===== src/hdl/tsjs_pkg.sv =====
// Types and constants shared by the two-stage job sequencer and its checker.
package tsjs_pkg;

   typedef logic [2:0]  status_type;
   typedef logic [1:0]  target_type;
   typedef logic [31:0] seq_type;
   typedef logic [3:0]  phase_code_type;

   localparam status_type ST_IDLE  = 3'd1;
   localparam status_type ST_PROC  = 3'd2;
   localparam status_type ST_DONE  = 3'd3;
   localparam status_type ST_FAULT = 3'd4;

   localparam target_type TGT_NONE = 2'd0;
   localparam target_type TGT_PRE  = 2'd1;
   localparam target_type TGT_DEP  = 2'd2;

   localparam phase_code_type PH_IDLE     = 4'd0;
   localparam phase_code_type PH_PRE_SENT = 4'd1;
   localparam phase_code_type PH_PRE_RUN  = 4'd2;
   localparam phase_code_type PH_PRE_DONE = 4'd3;
   localparam phase_code_type PH_DEP_SENT = 4'd4;
   localparam phase_code_type PH_DEP_RUN  = 4'd5;
   localparam phase_code_type PH_COMPLETE = 4'd7;
   localparam phase_code_type PH_ERROR    = 4'd8;

   typedef enum logic [7:0] {
      PS_IDLE     = 8'b0000_0001,
      PS_PRE_SENT = 8'b0000_0010,
      PS_PRE_RUN  = 8'b0000_0100,
      PS_PRE_DONE = 8'b0000_1000,
      PS_DEP_SENT = 8'b0001_0000,
      PS_DEP_RUN  = 8'b0010_0000,
      PS_COMPLETE = 8'b0100_0000,
      PS_ERROR    = 8'b1000_0000
   } phase_type;

   function automatic phase_code_type phase_code(input phase_type ps);
      phase_code_type code;
      unique case (ps)
         PS_IDLE:     code = PH_IDLE;
         PS_PRE_SENT: code = PH_PRE_SENT;
         PS_PRE_RUN:  code = PH_PRE_RUN;
         PS_PRE_DONE: code = PH_PRE_DONE;
         PS_DEP_SENT: code = PH_DEP_SENT;
         PS_DEP_RUN:  code = PH_DEP_RUN;
         PS_COMPLETE: code = PH_COMPLETE;
         PS_ERROR:    code = PH_ERROR;
         default:     code = PH_ERROR;
      endcase
      return code;
   endfunction

endpackage


===== src/hdl/two_stage_job_sequencer.sv =====
// Two-stage job sequencer: input register, phase/sequence update, result register.
// The phase update is a single step off the input register, ahead of the result register.
// Throughput: one beat per cycle while no stalled result beat blocks the input register.
// A stalled result holds the result register; the input register still takes one more beat.
// Reset (synchronous, active high): phase to idle, sequence counter to zero,
// both pipeline valid flags cleared.
module two_stage_job_sequencer (
   input  logic                     clock,
   input  logic                     reset,
   input  logic                     req_valid,
   output logic                     req_stall,
   input  logic                     req_pending_valid,
   input  logic                     req_pre_registered,
   input  logic                     req_pre_healthy,
   input  tsjs_pkg::status_type     req_pre_status,
   input  logic                     req_dep_registered,
   input  logic                     req_dep_healthy,
   input  tsjs_pkg::status_type     req_dep_status,
   output logic                     rsp_valid,
   input  logic                     rsp_stall,
   output logic                     rsp_send_now,
   output tsjs_pkg::target_type     rsp_target_module,
   output tsjs_pkg::seq_type        rsp_command_seq,
   output tsjs_pkg::phase_code_type rsp_job_phase
);
   import tsjs_pkg::*;

   // input register
   logic       in_valid_ff;
   logic       pend_ff, preg_ff, phl_ff, dreg_ff, dhl_ff;
   status_type pst_ff, dst_ff;

   // job state
   phase_type  phase_ff, phase_in;
   seq_type    seq_ff, seq_in;

   // result register
   logic           out_valid_ff;
   logic           send_ff, send_in;
   target_type     target_ff, target_in;
   seq_type        cmd_seq_ff, cmd_seq_in;
   phase_code_type job_phase_ff;

   logic advance, req_take;
   logic pre_act, dep_act, fault;
   logic pre_done, dep_done, pre_idle, dep_idle;

   assign advance   = in_valid_ff && (!out_valid_ff || !rsp_stall);
   assign req_stall = in_valid_ff && !advance;
   assign req_take  = req_valid && !req_stall;

   assign pre_act  = (phase_ff == PS_PRE_SENT) || (phase_ff == PS_PRE_RUN);
   assign dep_act  = (phase_ff == PS_DEP_SENT) || (phase_ff == PS_DEP_RUN);
   assign fault    = (pre_act && preg_ff && !phl_ff) || (dep_act && dreg_ff && !dhl_ff) ||
                     (pst_ff == ST_FAULT) || (dst_ff == ST_FAULT);
   assign pre_done = preg_ff && phl_ff && (pst_ff == ST_DONE);
   assign pre_idle = preg_ff && phl_ff && (pst_ff == ST_IDLE);
   assign dep_done = dreg_ff && dhl_ff && (dst_ff == ST_DONE);
   assign dep_idle = dreg_ff && dhl_ff && (dst_ff == ST_IDLE);

   always_comb begin
      phase_in   = phase_ff;
      seq_in     = seq_ff;
      send_in    = 1'b0;
      target_in  = TGT_NONE;
      cmd_seq_in = '0;
      if (!pend_ff) begin
         if (fault) begin
            phase_in = PS_ERROR;
         end else begin
            unique case (phase_ff)
               PS_IDLE: begin
                  priority if (pre_done && dep_done) begin
                     phase_in = PS_COMPLETE;
                  end else if (pre_done && dep_idle) begin
                     send_in   = 1'b1;
                     target_in = TGT_DEP;
                     phase_in  = PS_DEP_SENT;
                  end else if (pre_idle) begin
                     send_in   = 1'b1;
                     target_in = TGT_PRE;
                     phase_in  = PS_PRE_SENT;
                  end else begin
                     phase_in = phase_ff;
                  end
               end
               PS_PRE_SENT: begin
                  if (pst_ff == ST_PROC) begin
                     phase_in = PS_PRE_RUN;
                  end else if (pst_ff == ST_DONE) begin
                     phase_in = PS_PRE_DONE;
                  end
               end
               PS_PRE_RUN: begin
                  if (pst_ff == ST_DONE) begin
                     phase_in = PS_PRE_DONE;
                  end
               end
               PS_PRE_DONE: begin
                  if (dep_idle) begin
                     send_in   = 1'b1;
                     target_in = TGT_DEP;
                     phase_in  = PS_DEP_SENT;
                  end
               end
               PS_DEP_SENT: begin
                  if (dst_ff == ST_PROC) begin
                     phase_in = PS_DEP_RUN;
                  end else if (dst_ff == ST_DONE) begin
                     phase_in = PS_COMPLETE;
                  end
               end
               PS_DEP_RUN: begin
                  if (dst_ff == ST_DONE) begin
                     phase_in = PS_COMPLETE;
                  end
               end
               default: begin
               end
            endcase
            if (send_in) begin
               cmd_seq_in = seq_ff;
               seq_in     = seq_ff + 32'd1;
            end
         end
      end
   end

   always_ff @(posedge clock) begin
      if (reset) begin
         in_valid_ff  <= 1'b0;
         out_valid_ff <= 1'b0;
         phase_ff     <= PS_IDLE;
         seq_ff       <= '0;
      end else begin
         if (req_take) begin
            in_valid_ff <= 1'b1;
         end else if (advance) begin
            in_valid_ff <= 1'b0;
         end
         if (advance) begin
            out_valid_ff <= 1'b1;
            phase_ff     <= phase_in;
            seq_ff       <= seq_in;
         end else if (!rsp_stall) begin
            out_valid_ff <= 1'b0;
         end
      end
   end

   always_ff @(posedge clock) begin
      if (req_take) begin
         pend_ff <= req_pending_valid;
         preg_ff <= req_pre_registered;
         phl_ff  <= req_pre_healthy;
         pst_ff  <= req_pre_status;
         dreg_ff <= req_dep_registered;
         dhl_ff  <= req_dep_healthy;
         dst_ff  <= req_dep_status;
      end
      if (advance) begin
         send_ff      <= send_in;
         target_ff    <= target_in;
         cmd_seq_ff   <= cmd_seq_in;
         job_phase_ff <= phase_code(phase_in);
      end
   end

   assign rsp_valid         = out_valid_ff;
   assign rsp_send_now      = send_ff;
   assign rsp_target_module = target_ff;
   assign rsp_command_seq   = cmd_seq_ff;
   assign rsp_job_phase     = job_phase_ff;

endmodule


===== config.mk =====
export PLATFORM = sky130hd
export DESIGN_NAME = two_stage_job_sequencer
export DESIGN_NICKNAME = d
export VERILOG_FILES = /design/src/hdl/tsjs_pkg.sv /design/src/hdl/two_stage_job_sequencer.sv
export SDC_FILE = /design/constraint.sdc
export NUM_CORES = 1
export LEC_CHECK = 0
export ABC_AREA = 1
export CORE_ASPECT_RATIO = 1.1
export CORE_UTILIZATION = 60
export CTS_CLUSTER_SIZE = 10
export DETAILED_ROUTE_END_ITERATION = 12
export DONT_BUFFER_PORTS = 1
export PLACE_DENSITY = 0.76
export SLEW_MARGIN = 10
export SYNTH_ARGS = -nofsm -noshare
export SYNTH_HDL_FRONTEND = slang
export SYNTH_SLANG_ARGS = --single-unit

===== constraint.sdc =====
create_clock -name clock -period 7.18 [get_ports clock]
set_input_delay 1.436 -clock clock [delete_from_list [all_inputs] [get_ports clock]]
set_output_delay 1.436 -clock clock [all_outputs]
set_load 0.05 [all_outputs]

# After elaboration in Yosys (flattened, before gate mapping)
# Index checks and enable logic that the tools add are counted.
[word_totals]
memories = 0
mem_bits_rw = 0
ff_bits = 92
in_bits = 15
mem_bits_ro = 0
output_inout_bits = 41
latch_bits = 0
[classes]
add_sub_neg = 1
bitwise_logic = 3
n_eq_ne = 22
magnitude_cmp = 0
reduce_logical = 31
multipliers = 0
div_mod_pow = 0
mux = 28
n_shift = 0
[ops]
columns = ["op", "count"]
rows = [
  ["$mux 8", 10],
  ["$pmux 8 s6", 1],
  ["$add 32x1->32 const B", 1],
  ["$pmux 4 s7", 1],
  ["$eq 8x1->1 const B", 2],
  ["$eq 8x2->1 const B", 2],
  ["$eq 8x3->1 const B", 2],
  ["$eq 8x4->1 const B", 2],
  ["$eq 8x5->1 const B", 2],
  ["$eq 8x6->1 const B", 2],
  ["$logic_and 1x1->1", 15],
  ["$eq 3x2->1 const B", 4],
  ["$mux 1", 11],
  ["$eq 8x7->1 const B", 1],
  ["$eq 3x1->1 const B", 2],
  ["$eq 3x3->1 const B", 2],
  ["$logic_not 1->1", 6],
  ["$logic_or 1x1->1", 6],
  ["$mux 2", 3],
  ["$pmux 2 s2", 1],
  ["$reduce_and 4->1", 1],
  ["$not 1->1", 3],
  ["$reduce_or 3->1", 1],
  ["$ne 2x1->1 const B", 1],
  ["other kinds (3)", 3],
]

# Depth between registers and ports, before layout
[depth]
word_depth = 11
mapped_depth = 17

# Worst setup path before layout
# No wires, ideal clock.
[synth_path]
kind = "input-to-reg"
from = "in rsp_stall"
to = "reg seq_ff[31]"
required_ps = 7109
path_stages = 10
arrival_ps = 4794
slack_ps = 2316
path_buffers = 1
setup_time_ps = 71
path_cell_list = "nand2_1 -> inv_1 -> nor2_1 -> inv_1 -> a21oi_1 -> nand2_1 -> inv_1 -> buf_2 -> nand2_1 -> a21oi_1"
[synth_between]
elab_chain_cells = 4
[synth_rtl]
columns = ["element", "line", "text"]
rows = [
  ["start: declaration", "two_stage_job_sequencer.sv:20", "input logic rsp_stall,"],
  ["$logic_not 1->1", "n/a", ""],
  ["$logic_or 1x1->1", "two_stage_job_sequencer.sv:48", "assign advance = in_valid_ff && (!out_valid_ff || !rsp_stall);"],
  ["$logic_and 1x1->1", "two_stage_job_sequencer.sv:48", ""],
  ["via advance", "two_stage_job_sequencer.sv:44", "logic advance, req_take;"],
  ["$reduce_and 4->1 (no source line)", "n/a", ""],
  ["end signal: assignment", "two_stage_job_sequencer.sv:144", "seq_ff <= seq_in;"],
  ["end: declaration", "two_stage_job_sequencer.sv:35", "seq_type seq_ff, seq_in;"],
]
# The timed path passes the listed nets, and every way through them passes these cells.
# A chain may end at the register's enable or synchronous reset.

# Worst setup path in the final report
[layout_path]
from = "in rsp_stall"
to = "out req_stall"
[layout_between]
elab_chain_cells = 5
[layout_rtl]
columns = ["element", "line", "text"]
rows = [
  ["$logic_not 1->1", "n/a", ""],
  ["$logic_or 1x1->1", "two_stage_job_sequencer.sv:48", ""],
  ["$logic_and 1x1->1", "two_stage_job_sequencer.sv:48", ""],
  ["$logic_not 1->1", "two_stage_job_sequencer.sv:49", "assign req_stall = in_valid_ff && !advance;"],
  ["$logic_and 1x1->1", "two_stage_job_sequencer.sv:49", ""],
  ["end: declaration", "two_stage_job_sequencer.sv:11", "output logic req_stall,"],
]
# No other way between the ends.

==> results.md <==
- Status: finished, final reports clean
- Die H: a little under 100 um
- Non-filler cells, final: 746
- Final period util: 0.512
- Crit path largest cell delay: 0.74 ns
- GRT Overall Usage: 0.262
- Logic pwr share: 0.105
- Max cap viols: 0
- RSZ-0062 raised after global routing: no
- Crit start category: input port
- Area after DPL: just under 0.005 mm2
- Slew Limit Fails: 0
- Fillers: 666
- Wire length per cell: 14.0 um
- Crit Path Class: in -> out
- Most frequent cells in the layout: nand2_1 (152), nor2_1 (99), inv_1 (71)
- Detailed-route via count: 4082
- Slew headroom: 0.375
- Post-route ant nets: 0
- WL final: 10500 um
- Pwr dens: 202 mW/mm2
- Final hold vios: 0
- Net Count, Synth: 650
- DR pass1 iterations: 5
- Switching Share: 0.276
- Rows: 34
- CP Buf/Inv Count: 0
- Clock Skew: 0.0124 ns
- P_leak: between 1.5 and 2 nW
- Placed Cells incl. Taps: 730
- Worst skew pair latency: 0.35 ns
- Worst setup EP type: output pin
- WHS: 0.467 ns
- Distinct cell type count of the synthesized netlist: 33
- Initial Util: 0.617
- Post-layout util: 0.652
- Worst Path Required: 5.74 ns
- Cell Area, Synth: slightly below 0.005 mm2
- Pin count of the biggest net entering global routing: 44
- Setup TNS: 0 ns
- Synth top area cells: edfxtp_1 (31%), dfxtp_1 (17%), nand2_1 (12%)
- Critical Path AT: 2.24 ns
- Hold buffer count at cts: 0
- Worst min-delay path category: reg -> reg
- Clk buf depth: 2
- Core Box Area: about 0.0079 mm2
- Setup WS post-layout: 3.50 ns
- Synth warn: 0
- Via-to-Cell Ratio: 5.47
- Critical path, cell by cell: nand2_1 -> nor2_1
- DP Worst Slack: roughly 3.4 ns
- Antenna violations before repair: 0
- Yosys top cell by area: edfxtp_1
- First-pass GRT wire length: 17000 um
- Post-CTS sizing: 0
- Post-Syn Instances: 634
- Setup-failing EPs final: 0
- Hpwl dp: 7710 um
- CTS Root Cell: clkbuf_8
- Worst-path clk slew: approximately 0.08 ns
- Worst-margin pin slew: around 0.93 ns
- Post-CTS Setup Repair Bufs: 0
- Initial DRC count: 264
- Drt drc: 0
- Tmin final: about 3.7 ns
- Vias in the first global route: ~3900
- I/O pin cnt: 56
- Clk pwr share: 0.305
- GRT overflow: 0
- Clock Sinks: between 90 and 100
- Largest delay share family, worst path: simple AND/OR/NAND/NOR gates
- Port bufs: 0
- Proportion of layout cells with a drive suffix above 1: 0.0972
- Multi-input logic area: 0.00215 mm2
- Total chip power: 1.03 mW
- Die W: 87.8 um
- Int Power: ~0.75 mW
- Syn Area/Cell: 7.66 um2
- Sw Pwr: 0.286 mW
- VDD IR max: approximately 130 uV
- Synth Register Bits: 92
- P&R area growth vs syn: 5.77%
- Reg power frac: 0.589
- Critical-path maximum fanout: 3
- Global placer's final weighted congestion: 0.919
- Top cell type's share of synthesized area: 0.309
- Seq/Total Area, Yosys: 0.482
- # H-tree levels: 3
- Register area: between 0.002 and 0.0025 mm2
- Nets@finish: 649
- Commonest non-fill, non-tap cell in the layout: nand2_1
- CTS tree: built
- Max stage delay cell, worst path: nor2_1
- Die area: 0.00846 mm2
- Finished Cell Area: 0.00513 mm2
- Peak Freq: 272 MHz
- Diode count: 0
- Clock buffer count from CTS: 9
cell usage after synthesis, drive strengths merged:
| cell | instances |
|---|---|
| nand2 | 168 |
| nor2 | 109 |
| inv | 82 |
| edfxtp | 50 |
| nand3 | 45 |
| dfxtp | 42 |
| a21oi | 39 |
| nor3 | 27 |
| o21ai | 20 |
| xor2 | 13 |
| nand4 | 10 |
| clkbuf | 9 |
| nor4 | 7 |
| buf | 4 |
| o21a | 3 |
| nor3b | 2 |
| clkinv | 1 |
| ha | 1 |
| nand3b | 1 |
| o31ai | 1 |
layout make-up:
type	instances	area share
clock buffers	13	0.0309
clock inverters	3	0.00414
inverters	83	0.0614
multi-input cells	446	0.420
flip-flops and latches	92	0.456
well taps	108	0.0263
repair buffers	1	0.00146
metal layers:
layer  vias up  global-route usage  part of all wire
met3        18              0.0412             0.041
li1       2057                   -                 -
met4         0               0.109             0.020
met5         -                   0                 0
met2       122               0.499              0.54
met1      1885               0.284              0.40
power by group through the flow:
stage	Sequential [mW]	Combinational, mW	Clock [mW]
after global routing	0.612	0.125	0.344
after floorplan	0.618	0.0904	0
after CTS	0.610	0.109	0.323
final	0.610	0.109	0.316
after global placement	0.622	0.105	0
after detailed placement	0.622	0.108	0
flip-flops by register name, indices dropped and copies added, names as in the netlist:
| register | cells |
|---|---|
| dst_ff | 3 |
| seq_ff | 32 |
| pend_ff | 1 |
| dreg_ff | 1 |
| rsp_send_now | 1 |
| dhl_ff | 1 |
| rsp_target_module | 2 |
| phase_ff | 8 |
| phl_ff | 1 |
| rsp_job_phase | 4 |
| rsp_command_seq | 32 |
| pst_ff | 3 |
| preg_ff | 1 |
| in_valid_ff | 1 |
| rsp_valid | 1 |
logic make-up after synthesis:
kind of cell / Yosys count / share of synthesized area
simple gates: 369 / 0.348
flops: 92 / 0.482
fa+ha+maj: 1 / 0.00258
buf+inv: 96 / 0.0753
compound gates: 63 / 0.0678
xor+xnor: 13 / 0.0235
worst paths after layout:
path         slack [ns]  depth (start not counted)                 endpoint                    start
min reg2reg        0.47                          2  seq_ff[30]$_SDFFE_PP0P_  seq_ff[30]$_SDFFE_PP0P_
max reg2reg        4.22                         10  seq_ff[25]$_SDFFE_PP0P_   rsp_valid$_SDFFE_PP0P_
min                0.47                          2  seq_ff[30]$_SDFFE_PP0P_  seq_ff[30]$_SDFFE_PP0P_
max                3.50                          2                req_stall                rsp_stall
Power figures use the tool's default switching activity.
